File: config.mk
export PLATFORM = sky130hd
export DESIGN_NAME = msd_multiplier
export DESIGN_NICKNAME = d
export VERILOG_FILES = /design/src/rtl/core/msd_pkg.sv /design/src/rtl/core/msd_multiplier.sv
export SDC_FILE = /design/constraint.sdc
export NUM_CORES = 2
export LEC_CHECK = 0
export BUFFER_PORTS_ARGS = -buffer_cell sky130_fd_sc_hd__buf_2
export CELL_PAD_IN_SITES_DETAIL_PLACEMENT = 1
export CELL_PAD_IN_SITES_GLOBAL_PLACEMENT = 1
export CORE_UTILIZATION = 45
export DETAILED_ROUTE_END_ITERATION = 16
export PLACE_DENSITY = 0.76
export SYNTH_ARGS = -nofsm -noshare
export SYNTH_HDL_FRONTEND = slang
export SYNTH_SLANG_ARGS = --single-unit
File: constraint.sdc
create_clock -name clk -period 8.8 [get_ports clk]
set_clock_uncertainty 0.15 [all_clocks]
set_input_delay 0 -clock clk [delete_from_list [all_inputs] [get_ports clk]]
set_output_delay 0 -clock clk [all_outputs]
set_load 0.01 [all_outputs]
File: src/rtl/core/msd_pkg.sv
`timescale 1ns / 1ps
// ----------------------------------------------------------------------------
// msd_pkg
// Shared types, constants and functions for the sample distorter.
// ----------------------------------------------------------------------------
package msd_pkg;

    localparam int CARRIER_DEPTH_DEF = 1024;
    localparam int FOLD_ITER_DEF     = 64;
    localparam int SAMPLE_BITS_DEF   = 16;

    localparam int CFG_IDX_W = 3;

    typedef enum logic [2:0] {
        REG_MODE    = 3'd0,
        REG_THRESH  = 3'd1,
        REG_AMOUNT  = 3'd2,
        REG_QLEVELS = 3'd3,
        REG_HOLD    = 3'd4,
        REG_PSTEP   = 3'd5,
        REG_WET     = 3'd6
    } cfg_reg_t;

    typedef enum logic [2:0] {
        MODE_CLIP_LOW  = 3'd0,
        MODE_CLIP_HIGH = 3'd1,
        MODE_FOLD      = 3'd2,
        MODE_CRUSH     = 3'd3,
        MODE_RING      = 3'd4,
        MODE_SQUARE    = 3'd5
    } effect_mode_t;

    typedef enum logic [3:0] {
        ST_IDLE,
        ST_FOLD,
        ST_DIV1,
        ST_SIN1,
        ST_SIN2,
        ST_SIN3,
        ST_SIN4,
        ST_SIN5,
        ST_RINGMUL,
        ST_MIX,
        ST_OUT
    } seq_state_t;

    typedef struct packed {
        logic [2:0]  effect_mode;
        logic [14:0] threshold;
        logic [15:0] amount;
        logic [10:0] quant_levels;
        logic [10:0] hold_length;
        logic [15:0] phase_step;
        logic [10:0] wet_mix;
    } cfg_t;

    // clamp a signed value to [lo, hi]
    function automatic logic signed [47:0] sat48(input logic signed [47:0] v,
                                                 input logic signed [47:0] lo,
                                                 input logic signed [47:0] hi);
        logic signed [47:0] r;
        r = v;
        if (v > hi)
            r = hi;
        if (v < lo)
            r = lo;
        return r;
    endfunction

endpackage

File: src/rtl/core/msd_multiplier.sv
`timescale 1ns / 1ps
// ----------------------------------------------------------------------------
// msd_multiplier
// Shared registered signed multiplier; the product is ready in the cycle after the operands.
// ----------------------------------------------------------------------------
module msd_multiplier
    import msd_pkg::*;
(
    input  logic               clk,
    input  logic signed [24:0] op_a,
    input  logic signed [24:0] op_b,
    output logic signed [49:0] product
);
    logic signed [49:0] product_reg;

    always_ff @(posedge clk)
    begin
        product_reg <= op_a * op_b;
    end

    assign product = product_reg;
endmodule

* Word-level counts from Yosys, hierarchy flattened
Cells that the tools add are included.
** Operators by class
- Multiply operators :: 1
** Operators by type and width (number)
- 25-bit by 25-bit multiplier with 50-bit output :: 1
** Storage, ports and cells
- Flip-flop bits (word level) :: 50
- Input bits :: 51
- Output and inout bits :: 50
- Logic and storage cells :: 2

* Longest topological paths before layout
- Depth in word-level cells :: 1
- Mapped depth :: 26
- Depth with buffers taken out :: 25

* Worst setup path before layout
Ideal clock, no wire load.
- Kind :: in2reg
- Start point :: in op_a[24]
- End point :: reg product_reg[47] (netlist: product[47])
- Library setup time :: 121 ps
- Arrival :: 6498 ps
- Slack :: 2031 ps
- Stages on the path :: 24
- Cells stage by stage :: clkbuf_1 -> nand2_1 -> inv_1 -> fa_1 -> inv_1 -> fa_1 -> inv_1 -> fa_1 -> fa_1 -> fa_1 -> fa_1 -> inv_1 -> fa_1 -> inv_1 -> ha_1 -> clkbuf_1 -> a21o_1 -> a21o_1 -> a21oi_1 -> o21bai_1 -> a2bb2oi_1 -> o41ai_2 -> o41a_1 -> xor2_1
** On the way
- Cells in the longest elaborated chain, start to end :: 1
** Ends and longest elaborated chain
- from (decl) :: RTL line msd_multiplier.sv:10 : input logic signed [24:0] op_a,
- 25-bit by 25-bit multiplier with 50-bit output :: RTL line msd_multiplier.sv:18 : product_reg <= op_a * op_b;
- to (signal assigned) :: RTL line msd_multiplier.sv:18
- to (decl) :: RTL line msd_multiplier.sv:14 : logic signed [49:0] product_reg;
Every way passes these cells.

* Final worst setup path
- Start point :: in op_b[1]
- End point :: reg product_reg[47] (netlist: product[47])
** On the way
- Cells in the longest elaborated chain, start to end :: 1
** Ends and longest elaborated chain
- from (decl) :: RTL line msd_multiplier.sv:11 : input logic signed [24:0] op_b,
- 25-bit by 25-bit multiplier with 50-bit output :: RTL line msd_multiplier.sv:18
Every way passes these cells.

==> results.md <==
- Syn Area/Cell: about 9.4 um2
- Nets: between 3000 and 4000
- Root buf cell: clkbuf_16
- CTS resizes: 0
- CP max stage cell: fa_1
- Gate Count Post-Synth: 2562
- Max-slew headroom: 33.4%
- Worst Max-Slew Pin Slew: 0.998 ns
- Layout cell share with drive strength beyond 1: under 10%
- H-tree depth: 2
- Cts hold-fix bufs: 0
- EDFF count, synth: 0
- Number of global-route vias before repair: 20011
- Fin crit share: ~80%
- Largest register FFs: 50
- Vias/cell: 5.15
- Total track usage: 26.2%
- DRC errors left: 0
- Crit. End Element: register
- Initial antenna violation count: 2
- Status: completed
- Vias: around 17000
- CP delay by family, top: adder cells
- PortBufs: 100
- Pre-antenna DRT Iters: 6
- Non-Filler Instances: 3258
- CTS tree: yes
- Inserted Diodes: 0
- Final Hold Viols: 0
- Total CTS buffers: 5
- Total die area: between 50000 and 60000 um2
- Crit path DAT: 7.21 ns
- Initial DRC count: 630
- Crit path buffers/inverters: 6
- Row count: 84
- Sequential cell area: 1000 um2
- Final GP Congestion: ~0.85
- Synthesized net count: 3412
- Clk sink count: 50
- Global-route wire length before repair: 108000 um
- Critical path required time: a little under 9 ns
- Fin. max-slew vios: 0
- Top-area cell type share of the netlist area: 54.8%
- Die W: 233 um
- Worst-case clock buffer depth: 2
- Synth warn: 0
- Slowest stage delay, CP: roughly 0.86 ns
- Initial Utilization: between 40% and 50%
- Post-route met1 wirelength: roughly 25000 um
- Most common cell in the netlist: inv_1
- Core Footprint: 52700 um2
- Hold crit path type: in2reg
- Mapped cell area: 24000 um2
- Crit-path max FO: 25
- Clock slew at reported path FFs: 0.07 ns
- #FFs+latches synth: 50
- Largest area contributor in the netlist: fa_1
- Async S/R FF share, synth: 0%
- Largest net degree at the start of global routing: 27
- DP Cell Count: between 3000 and 4000
- Placed cell areas: between 20000 and 30000 um2
- DP HPWL: 57300 um
- Post-synthesis cell type count: between 40 and 50
- # setup viols final: 0
- Crit path time final: ~7.2 ns
- Routed Antenna Nets: 0
- Crit Path Class: in2reg
- Ys flop type: dfxtp_1
- Top routing layer in use: met5
- Fmax: 0.139 GHz
- Crit-path cells: buf_2 -> nand2_1 -> inv_1 -> fa_1 -> inv_1 -> fa_1 -> inv_1 -> fa_1 -> fa_1 -> fa_1 -> fa_1 -> inv_1 -> fa_1 -> inv_1 -> ha_1 -> a21o_1 -> a21o_1 -> a21oi_1 -> o21bai_1 -> a2bb2oi_1 -> o41ai_2 -> o41a_1 -> xor2_1
- Sum Neg Setup Slack: 0 ns
- Synth top cells by count: inv_1 (699), fa_1 (658), and2_1 (320), nand2_1 (308), ha_1 (141)
- Routed length on met3: 1620 um
- Chip height: 233 um
- Post-CTS Setup Bufs: 0
- CP Launch Type: primary input
- CP most frequent cell: fa_1
- Synth top area cells: fa_1 (55%), inv_1 (11%), and2_1 (8.3%), ha_1 (7.3%), nand2_1 (4.8%)
- Final wirelength: 67300 um
- Area grow syn2layout: 4.89%
- Max-Cap Viols: 0
- Unrepaired setup endpoints after global routing: no
- Gr ovfl total: 0
- Multi-input gate area in the final layout: 20000 um2
- Met2 WL: 37600 um
- WL/cell: approximately 21 um
- # fillers: slightly above 6000
- IO Pins: 101
- Seq/Total Area, Yosys: 4.17%
- Post-route design area: 25200 um2
==> cells in the final DEF, fill, tap and decap left out, types with 19 or more instances in the layout <==
cell type / n
a21o_1: 22
nand2_1: 308
xnor2_1: 39
buf_2: 100
fa_1: 658
dfxtp_1: 50
ha_1: 141
xor2_1: 19
nor2b_1: 21
o21ai_0: 19
inv_1: 699
and2_1: 320
nor2_1: 30
a21oi_1: 43
==> per-layer routing <==
metal	GRT usage, %	vias up
li1	-	7272
met1	30.1	9030
met2	50.2	329
met3	1.90	141
met4	10.4	4
met5	0	-
==> final timing paths <==
kind | cells past startpoint | to | start | slack, ns
setup / recovery | 23 | product[47] | op_b[1] | 1.63
hold / removal | 2 | product[0] | op_b[0] | 0.06
==> logic make-up after synthesis <==
kind of cell | count (synthesis) | share of synthesized area [%]
xor+xnor | 58 | 2.11
compound gates | 137 | 3.94
buf+inv | 803 | 12.5
simple gates | 714 | 15.0
flops | 50 | 4.17
fa+ha+maj | 799 | 62.2
mux | 1 | 0.0469
==> through the flow <==
| stage | setup WS, ns | utilization, % | hold slack [ns] |
|---|---|---|---|
| floorplan | 2.03 | - | -0.0227 |
| global placement | 1.56 | 47.5 | 0.246 |
| detailed placement | 1.31 | 47.5 | 0.247 |
| CTS | 1.62 | 47.9 | 0.0913 |
| global route | 1.15 | 47.9 | 0.0865 |
| finish | 1.63 | 47.9 | 0.0618 |
==> final cells by class <==
cell class / instances / area share, %
clock inverters: 3 / 0.189
clock buffers: 5 / 0.497
repair buffers: 104 / 2.11
flip-flops and latches: 50 / 3.97
inverters: 699 / 10.4
well taps: 688 / 3.42
multi-input cells: 1709 / 79.4
Power is left out: the tool's default activity adds up to more than one toggle a clock period on the data nets, which glitch-free logic cannot reach.
