==> config.mk <==
export PLATFORM = sky130hd
export DESIGN_NAME = msd_divider
export DESIGN_NICKNAME = d
export VERILOG_FILES = /design/src/rtl/core/msd_pkg.sv /design/src/rtl/core/msd_divider.sv
export SDC_FILE = /design/constraint.sdc
export NUM_CORES = 1
export LEC_CHECK = 0
export ABC_AREA = 1
export BUFFER_PORTS_ARGS = -buffer_cell sky130_fd_sc_hd__buf_2
export CORE_ASPECT_RATIO = 0.9
export CORE_MARGIN = 3
export CORE_UTILIZATION = 40
export CTS_CLUSTER_DIAMETER = 100
export CTS_CLUSTER_SIZE = 20
export DETAILED_ROUTE_END_ITERATION = 10
export SYNTH_ARGS = -nofsm -noshare
export SYNTH_HDL_FRONTEND = slang
export SYNTH_SLANG_ARGS = --single-unit
==> constraint.sdc <==
create_clock -name clk -period 2.3 [get_ports clk]
set_input_delay 0.23 -clock clk [delete_from_list [all_inputs] [get_ports clk]]
set_output_delay 0.23 -clock clk [all_outputs]
set_load 0.01 [all_outputs]
==> src/rtl/core/msd_pkg.sv <==
`timescale 1ns / 1ps
// ----------------------------------------------------------------------------
// msd_pkg
// Shared types, constants and functions for the sample distorter.
// ----------------------------------------------------------------------------
package msd_pkg;

    localparam int CARRIER_DEPTH_DEF = 1024;
    localparam int FOLD_ITER_DEF     = 64;
    localparam int SAMPLE_BITS_DEF   = 16;

    localparam int CFG_IDX_W = 3;

    typedef enum logic [2:0] {
        REG_MODE    = 3'd0,
        REG_THRESH  = 3'd1,
        REG_AMOUNT  = 3'd2,
        REG_QLEVELS = 3'd3,
        REG_HOLD    = 3'd4,
        REG_PSTEP   = 3'd5,
        REG_WET     = 3'd6
    } cfg_reg_t;

    typedef enum logic [2:0] {
        MODE_CLIP_LOW  = 3'd0,
        MODE_CLIP_HIGH = 3'd1,
        MODE_FOLD      = 3'd2,
        MODE_CRUSH     = 3'd3,
        MODE_RING      = 3'd4,
        MODE_SQUARE    = 3'd5
    } effect_mode_t;

    typedef enum logic [3:0] {
        ST_IDLE,
        ST_FOLD,
        ST_DIV1,
        ST_SIN1,
        ST_SIN2,
        ST_SIN3,
        ST_SIN4,
        ST_SIN5,
        ST_RINGMUL,
        ST_MIX,
        ST_OUT
    } seq_state_t;

    typedef struct packed {
        logic [2:0]  effect_mode;
        logic [14:0] threshold;
        logic [15:0] amount;
        logic [10:0] quant_levels;
        logic [10:0] hold_length;
        logic [15:0] phase_step;
        logic [10:0] wet_mix;
    } cfg_t;

    // clamp a signed value to [lo, hi]
    function automatic logic signed [47:0] sat48(input logic signed [47:0] v,
                                                 input logic signed [47:0] lo,
                                                 input logic signed [47:0] hi);
        logic signed [47:0] r;
        r = v;
        if (v > hi)
            r = hi;
        if (v < lo)
            r = lo;
        return r;
    endfunction

endpackage

==> src/rtl/core/msd_divider.sv <==
`timescale 1ns / 1ps
// ----------------------------------------------------------------------------
// msd_divider
// Restoring divider, one quotient bit per cycle, unsigned operands.
// ----------------------------------------------------------------------------
module msd_divider
    import msd_pkg::*;
(
    input  logic        clk,
    input  logic        rst_n,
    input  logic        start,
    input  logic [39:0] dividend,
    input  logic [10:0] divisor,
    output logic        done,
    output logic [39:0] quotient,
    output logic        rem_nz
);
    logic [39:0] q_reg, q_next;
    logic [11:0] r_reg, r_next;
    logic [5:0]  cnt_reg, cnt_next;
    logic        busy_reg, busy_next;
    logic        done_reg, done_next;
    logic [11:0] trial;

    always_comb
    begin
        q_next    = q_reg;
        r_next    = r_reg;
        cnt_next  = cnt_reg;
        busy_next = busy_reg;
        done_next = 1'b0;
        trial     = {r_reg[10:0], q_reg[39]};
        if (start)
        begin
            q_next    = dividend;
            r_next    = '0;
            cnt_next  = 6'd40;
            busy_next = 1'b1;
        end
        else if (busy_reg)
        begin
            if (trial >= {1'b0, divisor})
            begin
                r_next = trial - {1'b0, divisor};
                q_next = {q_reg[38:0], 1'b1};
            end
            else
            begin
                r_next = trial;
                q_next = {q_reg[38:0], 1'b0};
            end
            cnt_next = cnt_reg - 6'd1;
            if (cnt_reg == 6'd1)
            begin
                busy_next = 1'b0;
                done_next = 1'b1;
            end
        end
    end

    always_ff @(posedge clk or negedge rst_n)
    begin
        if (!rst_n)
        begin
            cnt_reg  <= '0;
            busy_reg <= 1'b0;
            done_reg <= 1'b0;
        end
        else
        begin
            cnt_reg  <= cnt_next;
            busy_reg <= busy_next;
            done_reg <= done_next;
        end
    end

    always_ff @(posedge clk)
    begin
        q_reg <= q_next;
        r_reg <= r_next;
    end

    assign done     = done_reg;
    assign quotient = q_reg;
    assign rem_nz   = (r_reg != '0);
endmodule

# Word-level counts from Yosys, hierarchy flattened
# Index checks and enable logic that the tools add are counted.
[word_totals]
inputBits = 54
ff_bits = 60
[classes]
n_reduce_logical = 2
n_addsub = 2
muxes = 12
magnitude_cmp = 1
n_eq_ne = 1
[ops]
columns = ["cell", "count"]
rows = [
  ["2-to-1 mux 40 bit", 2],
  ["greater-or-equal comparator 12 x 11 -> 1 bit", 1],
  ["2-to-1 mux 12 bit", 1],
  ["2-to-1 mux 6 bit", 2],
  ["nonzero test 12 bit", 1],
  ["subtractor 12 x 11 -> 12 bit", 1],
  ["2-to-1 mux 1 bit", 7],
  ["== test 6 x 1 -> 1 bit, second input constant", 1],
  ["subtractor 6 x 1 -> 6 bit, second input constant", 1],
  ["nonzero test 2 bit", 1],
]

# Depth between registers and ports, before layout
# Gate-level depths: netlist of run 1.
[depth]
word_depth = 4
depth_mapped = 14
mapped_depth_nobuf = 14

# Worst setup path after synthesis of run 1
# No wires, ideal clock.
[synth_timing]
kind = "reg-to-reg"
start = "reg q_reg[39] (netlist: quotient[39])"
end = "reg r_reg[10]"
path_stages_with_launch = 13
period_less_slack_ns = 1.882
required_time_ns = 2.188
arrival_time_ns = 1.770
slack_ns = 0.418
path_cell_list = "edfxtp_1 inv_1 ha_1 fa_1 inv_1 nand3_1 nand3_2 nand2_1 nand4_4 buf_8 nand3_1 nand2_1 nand2_1"
[synth_via]
elab_chain_cells = 2
[synth_rtl]
columns = ["item", "line", "text"]
rows = [
  ["start, declared", "msd_divider.sv:18", "logic [39:0] q_reg, q_next;"],
  ["start signal, assigned", "msd_divider.sv:79", "q_reg <= q_next;"],
  ["subtractor 12 x 11 -> 12 bit / greater-or-equal comparator 12 x 11 -> 1 bit (equally long branches)", "msd_divider.sv:44, msd_divider.sv:42", ""],
  ["2-to-1 mux 12 bit *", "msd_divider.sv:42", "if (trial >= {1'b0, divisor})"],
  ["end signal, assigned", "msd_divider.sv:80", "r_reg <= r_next;"],
  ["end, declared", "msd_divider.sv:19", "logic [11:0] r_reg, r_next;"],
]
# Mark *: on every way between the ends. The rest lies on a longest branch, timed or not.
# A chain may end at the register's enable or synchronous reset.

# Worst setup path after layout of run 1
[layout_timing]
start = "reg q_reg[39] (netlist: quotient[39])"
end = "reg q_reg[0] (netlist: quotient[0]) (data pin)"
[layout_via]
elab_chain_cells = 4
[layout_rtl]
columns = ["item", "line", "text"]
rows = [
  ["greater-or-equal comparator 12 x 11 -> 1 bit", "msd_divider.sv:42", ""],
  ["2-to-1 mux 1 bit", "msd_divider.sv:42", ""],
  ["2-to-1 mux 40 bit", "msd_divider.sv:40", "else if (busy_reg)"],
  ["2-to-1 mux 40 bit", "msd_divider.sv:33", "if (start)"],
  ["via q_next[0]", "msd_divider.sv:18", ""],
]
# The timed path passes the listed nets, and every way through them passes these cells. The select of a mux whose other input is x is not followed.

==> results.yml, run 1 <==
timing:
  setup_viol: 0
  finalCritPeriodShare_pct: 83.2
  post-route-min-period_ns: 1.91
  worst_slack_ns: 0.386
  tns_ns: 0
  clock_skew_ns: 0.00923
  finalHoldViolations: 0
  fmax_ghz: 0.522
  max_slew_margin_pct: 63.7
  slew_violations: 0
  worst_slew_pin_slew_ns: 0.544
  rsz0062_at_grt: "no"
critical_path:
  startpoint_type: "flop"
  crit_type: "reg -> reg"
  crit_fanout: 8
  cp.required_ns: 2.37
  crit_arrival_ns: 1.98
  end_kind: "flop"
clock_tree:
  cts_resized: 0
  cts_tree: "done"
  cts_made_buffers: 9
  clock-sinks: 60
  root_buffer: "clkbuf_8"
  clk_path_buf_depth: 2
  path_clk_slew_ns: 0.07
  insertion_delay_ns: 0.32
  h-tree-depth: 3
  cts_setup_buffers: 0
floorplanning:
  die_h_um: 93.3
  io_pins: 96
  row_count: 31
  die_area_mm2: 0.00962
  die_w_um: 103
  start_util_pct: 41.6
  core_area_mm2: 0.00815
synthesis:
  synth_nets: 511
  synth_most_common_cell: "nand2_1"
  synth_common_cells: "nand2_1, inv_1, edfxtp_1"
  syn_inst: 443
  ys_top_cells_by_area: "edfxtp_1, nand2_1, dfxtp_1"
  synth_area_mm2: 0.00339
  ys_ff_latch: 60
  synth_top_area_share_pct: 35.4
  synth_top_area_cell: "edfxtp_1"
  synth.avg_cell_area_um2: 7.65
  ys.warnings.count: 0
  ys.flop_type: "edfxtp_1"
  yosysSeqAreaShare_pct: 48.4
  synth_edf_count: 40
  synth_async_sr_flop_share_pct: 13.3
  ys_types: 30
global_route:
  gr-total-overflow: 0
  grt_max_degree: 43
  antenna_found_initial: 0
  grt_usage_pct: 17.6
  grt_pass1_wl_um: 13300
  grt_pass1_vias: 2821
placement:
  gp_congestion: 0.900
  dp_hpwl_um: 6190
  post-place-ws_ns: 0.400
  placed_area_mm2: 0.00397
  io_buffer_count: 95
min_path:
  hold_path.class: "in -> reg"
detailed_routing:
  wl_um: 8290
  firstDrtPassIters: 4
  avgRoutedWirePerCell_um: 12.8
  drt_iter0_markers: 158
  drc: 0
  drtAntennaViolNets: 0
  vias: 3057
  vias_per_cell: 4.72
outcome:
  status: "completed"
cells_and_area:
  fin_area_mm2: 0.00414
  largest_register_ffs: 40
  drive_above_1_share_pct: 23.7
  layout.nets: 611
  antenna_cells: 0
  fin_util_pct: 50.8
  area_growth_pct: 22.1
pwr:
  power_density_mw_per_mm2: 918
  leakage_nw: 2.27
  vdd_ir_drop_max_uv: 332
flow_run:
  maxCapViolations: 0
## metal layers
layer  part of all wire [%]  vias up  GRT usage (%)
met5                      0        -              0
met4                   0.95        0           5.39
met3                    5.0        8           3.95
met2                     47       78           27.4
met1                     47     1367           24.3
li1                       -     1604              -
## metrics by stage
step | hold slack (ns) | total power, W | std cells
after floorplan | -0.0656 | 0.00262 | 443
after global placement | 0.0814 | 0.00302 | 630
after detailed placement | 0.0871 | 0.00303 | 630
after CTS | 0.146 | 0.00383 | 647
after global routing | 0.162 | 0.00412 | 647
final | 0.167 | 0.00380 | 647
## cell type report
class,instances,area (um2)
fill,824,4010
multi-input combinational,325,1520
sequential,60,1640
timing repair buffer,101,523
clock buffer,10,128
inverter,46,173
clock inverter,6,32.5
tap,99,124
## kinds of logic (layout without fill, tap and decap cells)
group | after synthesis | count (layout) | share of synthesized area, %
XOR/XNOR | 3 | 3 | 0.775
buffers and inverters | 58 | 163 | 6.79
AO/OA/AOI/OAI | 21 | 21 | 3.40
adder cells (fa/ha/maj) | 14 | 14 | 5.39
flip-flops | 60 | 60 | 48.4
AND/OR/NAND/NOR | 287 | 287 | 35.2
## worst paths after layout
| kind | slack [ns] | start | to | depth (start not counted) |
|---|---|---|---|---|
| setup / recovery | 0.39 | quotient[39] | quotient[0] | 10 |
| hold / removal | 0.17 | dividend[12] | quotient[12] | 3 |
| setup reg to reg | 0.39 | quotient[39] | quotient[0] | 10 |
| hold reg to reg | 0.47 | r_reg[11] | r_reg[11] | 2 |
| max in group asynchronous | 1.85 | rst_n | busy_reg | 2 |
| min in group asynchronous | 0.27 | rst_n | cnt_reg[5] | 2 |
## worst max-delay path: stages, from the launching register on
cell and delay (ns):
edfxtp_1 0.37, inv_1 0.09, ha_1 0.18, fa_1 0.21, inv_1 0.06, nand3_1 0.07, nand3_2 0.10, nand2_1 0.14
nand3_1 0.12, nor2_4 0.20, o21ai_0 0.11
## power by group
part           internal, W  total, W  switching, W
Sequential         0.00134   0.00150      0.000154
Clock             0.000379  0.000776      0.000397
Combinational     0.000564   0.00153      0.000963
## repair_timing
item	CTS	global route
hold buffers	1	0
endpoints found under the hold margin	8	0
setup endpoints to repair	0	0
## placed cells by master, fill, tap and decap left out
master | synthesis | final
o22ai_1 | 1 | 1
nor2_1 | 19 | 19
clkinv_2 | 0 | 2
a21oi_1 | 8 | 8
dfrtp_1 | 8 | 8
clkinvlp_4 | 0 | 2
a21o_1 | 2 | 2
o21ai_0 | 6 | 6
clkbuf_1 | 10 | 1
buf_4 | 0 | 5
inv_2 | 2 | 2
nor4_1 | 3 | 3
clkbuf_8 | 0 | 9
clkinv_1 | 1 | 3
nand3b_1 | 1 | 1
nand4_1 | 4 | 4
nor3_1 | 3 | 3
nand2_2 | 8 | 8
buf_2 | 1 | 95
edfxtp_1 | 40 | 40
ha_1 | 13 | 13
nand3_1 | 23 | 23
nand3_2 | 2 | 2
nand4_4 | 1 | 1
nor2_4 | 1 | 1
dfxtp_1 | 12 | 12
xor2_1 | 3 | 3
nor2_2 | 2 | 2
o21ai_1 | 3 | 3
inv_1 | 43 | 43
nand2_1 | 220 | 220
fa_1 | 1 | 1
dlygate4sd3_1 | 0 | 1
a21oi_2 | 1 | 1
Note: power is estimated with default switching activity, not from simulation.
==> inputs of run 2 (changes only) <==
--- a/config.mk
+++ b/config.mk
@@ -5,7 +5,7 @@
 export SDC_FILE = /design/constraint.sdc
 export NUM_CORES = 1
 export LEC_CHECK = 0
-export ABC_AREA = 1
+export ABC_AREA = 0
 export BUFFER_PORTS_ARGS = -buffer_cell sky130_fd_sc_hd__buf_2
 export CORE_ASPECT_RATIO = 0.9
 export CORE_MARGIN = 3
@@ -13,6 +13,7 @@
 export CTS_CLUSTER_DIAMETER = 100
 export CTS_CLUSTER_SIZE = 20
 export DETAILED_ROUTE_END_ITERATION = 10
+export PLACE_DENSITY = 0.67
 export SYNTH_ARGS = -nofsm -noshare
 export SYNTH_HDL_FRONTEND = slang
 export SYNTH_SLANG_ARGS = --single-unit
==> constraint.sdc (replaced) <==
create_clock -name clk -period 1.65 [get_ports clk]
set_input_delay 0.165 -clock clk [delete_from_list [all_inputs] [get_ports clk]]
set_output_delay 0.165 -clock clk [all_outputs]
set_load 0.01 [all_outputs]
==> results.yml, run 2 <==
clock_tree:
  insertion_delay_ns: 0.33
  root_buffer: "clkbuf_8"
  clock-sinks: 60
  cts_made_buffers: 9
  cts_tree: "done"
  h-tree-depth: 3
  clk_path_buf_depth: 2
  path_clk_slew_ns: 0.07
critical_path:
  reg2reg_depth: 9
  reg2reg_to: "r_reg[9]"
  crit_type: "reg -> reg"
  r2r-start: "quotient[39]"
  reg2reg_slack_ns: -0.43
  crit_fanout: 7
  crit_arrival_ns: 2.31
  cp.required_ns: 1.88
  startpoint_type: "flop"
  end_kind: "flop"
min_path:
  hold_path.class: "in -> reg"
  holdPathStages: 2
  min_to: "quotient[30]"
  hold_path.startpoint: "dividend[30]"
timing:
  worst_slack_ns: -0.429
  clock_skew_ns: 0.0108
  rsz0062_at_grt: "yes"
  finalCritPeriodShare_pct: 126
  max_slew_margin_pct: 74.1
  fmax_ghz: 0.481
  slew_violations: 0
  worst_slew_pin_slew_ns: 0.388
  post-route-min-period_ns: 2.08
  finalHoldViolations: 0
  timing.hold.ws_ns: 0.127
  setup_viol: 13
pwr:
  p_seq_share_pct: 32.7
  p_clk_share_pct: 24.7
  p_switching_w: 0.00202
  total_power_w: 0.00632
  power_density_mw_per_mm2: 1380
  p_int_w: 0.00430
  swShare_pct: 31.9
  power_frac_comb_pct: 42.6
  leakage_nw: 2.11
  vdd_ir_drop_max_uv: 780
synthesis:
  synth.avg_cell_area_um2: 12.2
  ys_top_cells_by_area: "edfxtp_1, mux2_2, dfxtp_1"
  ys_ff_latch: 60
  ys.warnings.count: 0
  synth_nets: 337
  synth_top_area_cell: "edfxtp_1"
  synth_top_area_share_pct: 36.6
  synth_edf_count: 40
  synth_async_sr_flop_share_pct: 13.3
  synth_area_mm2: 0.00328
  yosysSeqAreaShare_pct: 50.0
  syn_inst: 269
  synth_common_cells: "edfxtp_1, mux2_2, inv_1, nor2_1"
  ys.flop_type: "edfxtp_1"
  ys_types: 53
placement:
  dp_hpwl_um: 5750
  gp_congestion: 0.804
  place_inst: 496
  io_buffer_count: 95
cells_and_area:
  fin_cells: 518
  fillCellCount: 663
  ff_latch_area_mm2: 0.00164
  mostFrequentLayoutCells: "buf_2, buf_4, edfxtp_1"
  final_common_cell: "buf_2"
  antenna_cells: 0
  fin_util_pct: 58.8
  multi_input_area_mm2: 0.00157
  largest_register_ffs: 40
  layout.nets: 485
  area_growth_pct: 39.3
  drive_above_1_share_pct: 52.6
floorplanning:
  die_h_um: 91.9
  die_w_um: 101
  io_pins: 96
  start_util_pct: 42.2
  core_area_mm2: 0.00777
  die_area_mm2: 0.00933
  row_count: 30
global_route:
  grt_usage_pct: 17.2
  grt_pass1_vias: 2602
  gr-total-overflow: 0
  grt_pass1_wl_um: 12600
  antenna_found_initial: 0
  grt_max_degree: 41
detailed_routing:
  drc: 0
  firstDrtPassIters: 4
  wl_um: 7730
  drt_iter0_markers: 131
  avgRoutedWirePerCell_um: 14.9
  vias_per_cell: 4.98
  drtAntennaViolNets: 0
  vias: 2579
outcome:
  status: "finished, violations left"
  violations: "setup timing"
flow_run:
  maxCapViolations: 0
## run 2: changes by cell type in the layout (fill, tap and decap cells not counted), sizes merged, moves of 5 or more
cell | before | now
nand2b | 0 | 5
mux2i | 0 | 9
buf | 100 | 148
nand2 | 228 | 13
inv | 45 | 18
xnor2 | 0 | 9
nand3 | 25 | 4
a211oi | 0 | 8
mux2 | 0 | 40
## run 2: worst max-delay path by stage
stage | from | end | slack, ns | cells past startpoint
detailed placement | quotient[39] | r_reg[9] | -0.49 | 9
finish | quotient[39] | r_reg[9] | -0.43 | 9
CTS | quotient[39] | r_reg[9] | -0.43 | 9
global route | quotient[39] | r_reg[9] | -0.53 | 9
global placement | quotient[39] | quotient[0] | -0.37 | 8
floorplan | quotient[39] | quotient[0] | -0.43 | 9
## run 2: layer usage
layer | part of all wire [%] | vias to the layer above | track usage, %
met5 | 0 | - | 0
li1 | - | 1286 | -
met3 | 5.7 | 8 | 6.46
met2 | 48 | 64 | 25.9
met4 | 0.82 | 0 | 3.77
met1 | 45 | 1221 | 23.4
## run 2: per-stage QoR
stage                     TNS [ns]  cell area, um2  worst slack, ns
after floorplan              -6.45            3310           -0.430
after global placement       -4.43            4240           -0.369
after detailed placement     -5.37            4240           -0.485
after CTS                    -4.94            4540           -0.432
after global routing         -6.27            4570           -0.527
final                        -4.99            4570           -0.429
## run 2: kinds of logic after synthesis
family                     synth area share (%)
buffers and inverters                      4.46
xor gates and xnor gates                   2.94
muxes                                      16.5
AOI/OAI and AO/OA                          11.4
DFF                                        50.0
adders and majority gates                  5.57
and+or+nand+nor                            9.19
## run 2: final cells by class
| type | count | share of cell area [%] |
|---|---|---|
| timing repair buffer | 149 | 20.5 |
| clock inverter | 6 | 2.24 |
| sequential | 60 | 35.9 |
| tap | 96 | 2.63 |
| inverter | 19 | 1.64 |
| clock buffer | 10 | 2.79 |
| multi-input combinational | 178 | 34.3 |
## run 2: repair_timing
item	CTS	global route
endpoints found under the hold margin	8	0
hold buffers	1	0
setup endpoints to repair	13	14
buffers inserted	3	1
gates resized for setup	4	6
pin swaps	6	3
gates cloned	1	0
## run 2: critical path: stages, from the launching register on
cell and delay, ns:
edfxtp_1 0.35, inv_1 0.06, ha_2 0.18, fa_2 0.34, nand2b_4 0.15, a21oi_4 0.21
o211ai_4 0.15, nand3_4 0.18, o21ai_2 0.08, a311oi_1 0.27
## run 2: power by group through the flow
stage / registers, W / logic [W] / clock network, W
after global placement: 0.00208 / 0.00245 / 0
after floorplan: 0.00214 / 0.00149 / 0
final: 0.00206 / 0.00269 / 0.00156
after CTS: 0.00206 / 0.00262 / 0.00159
after detailed placement: 0.00208 / 0.00250 / 0
after global routing: 0.00210 / 0.00295 / 0.00166
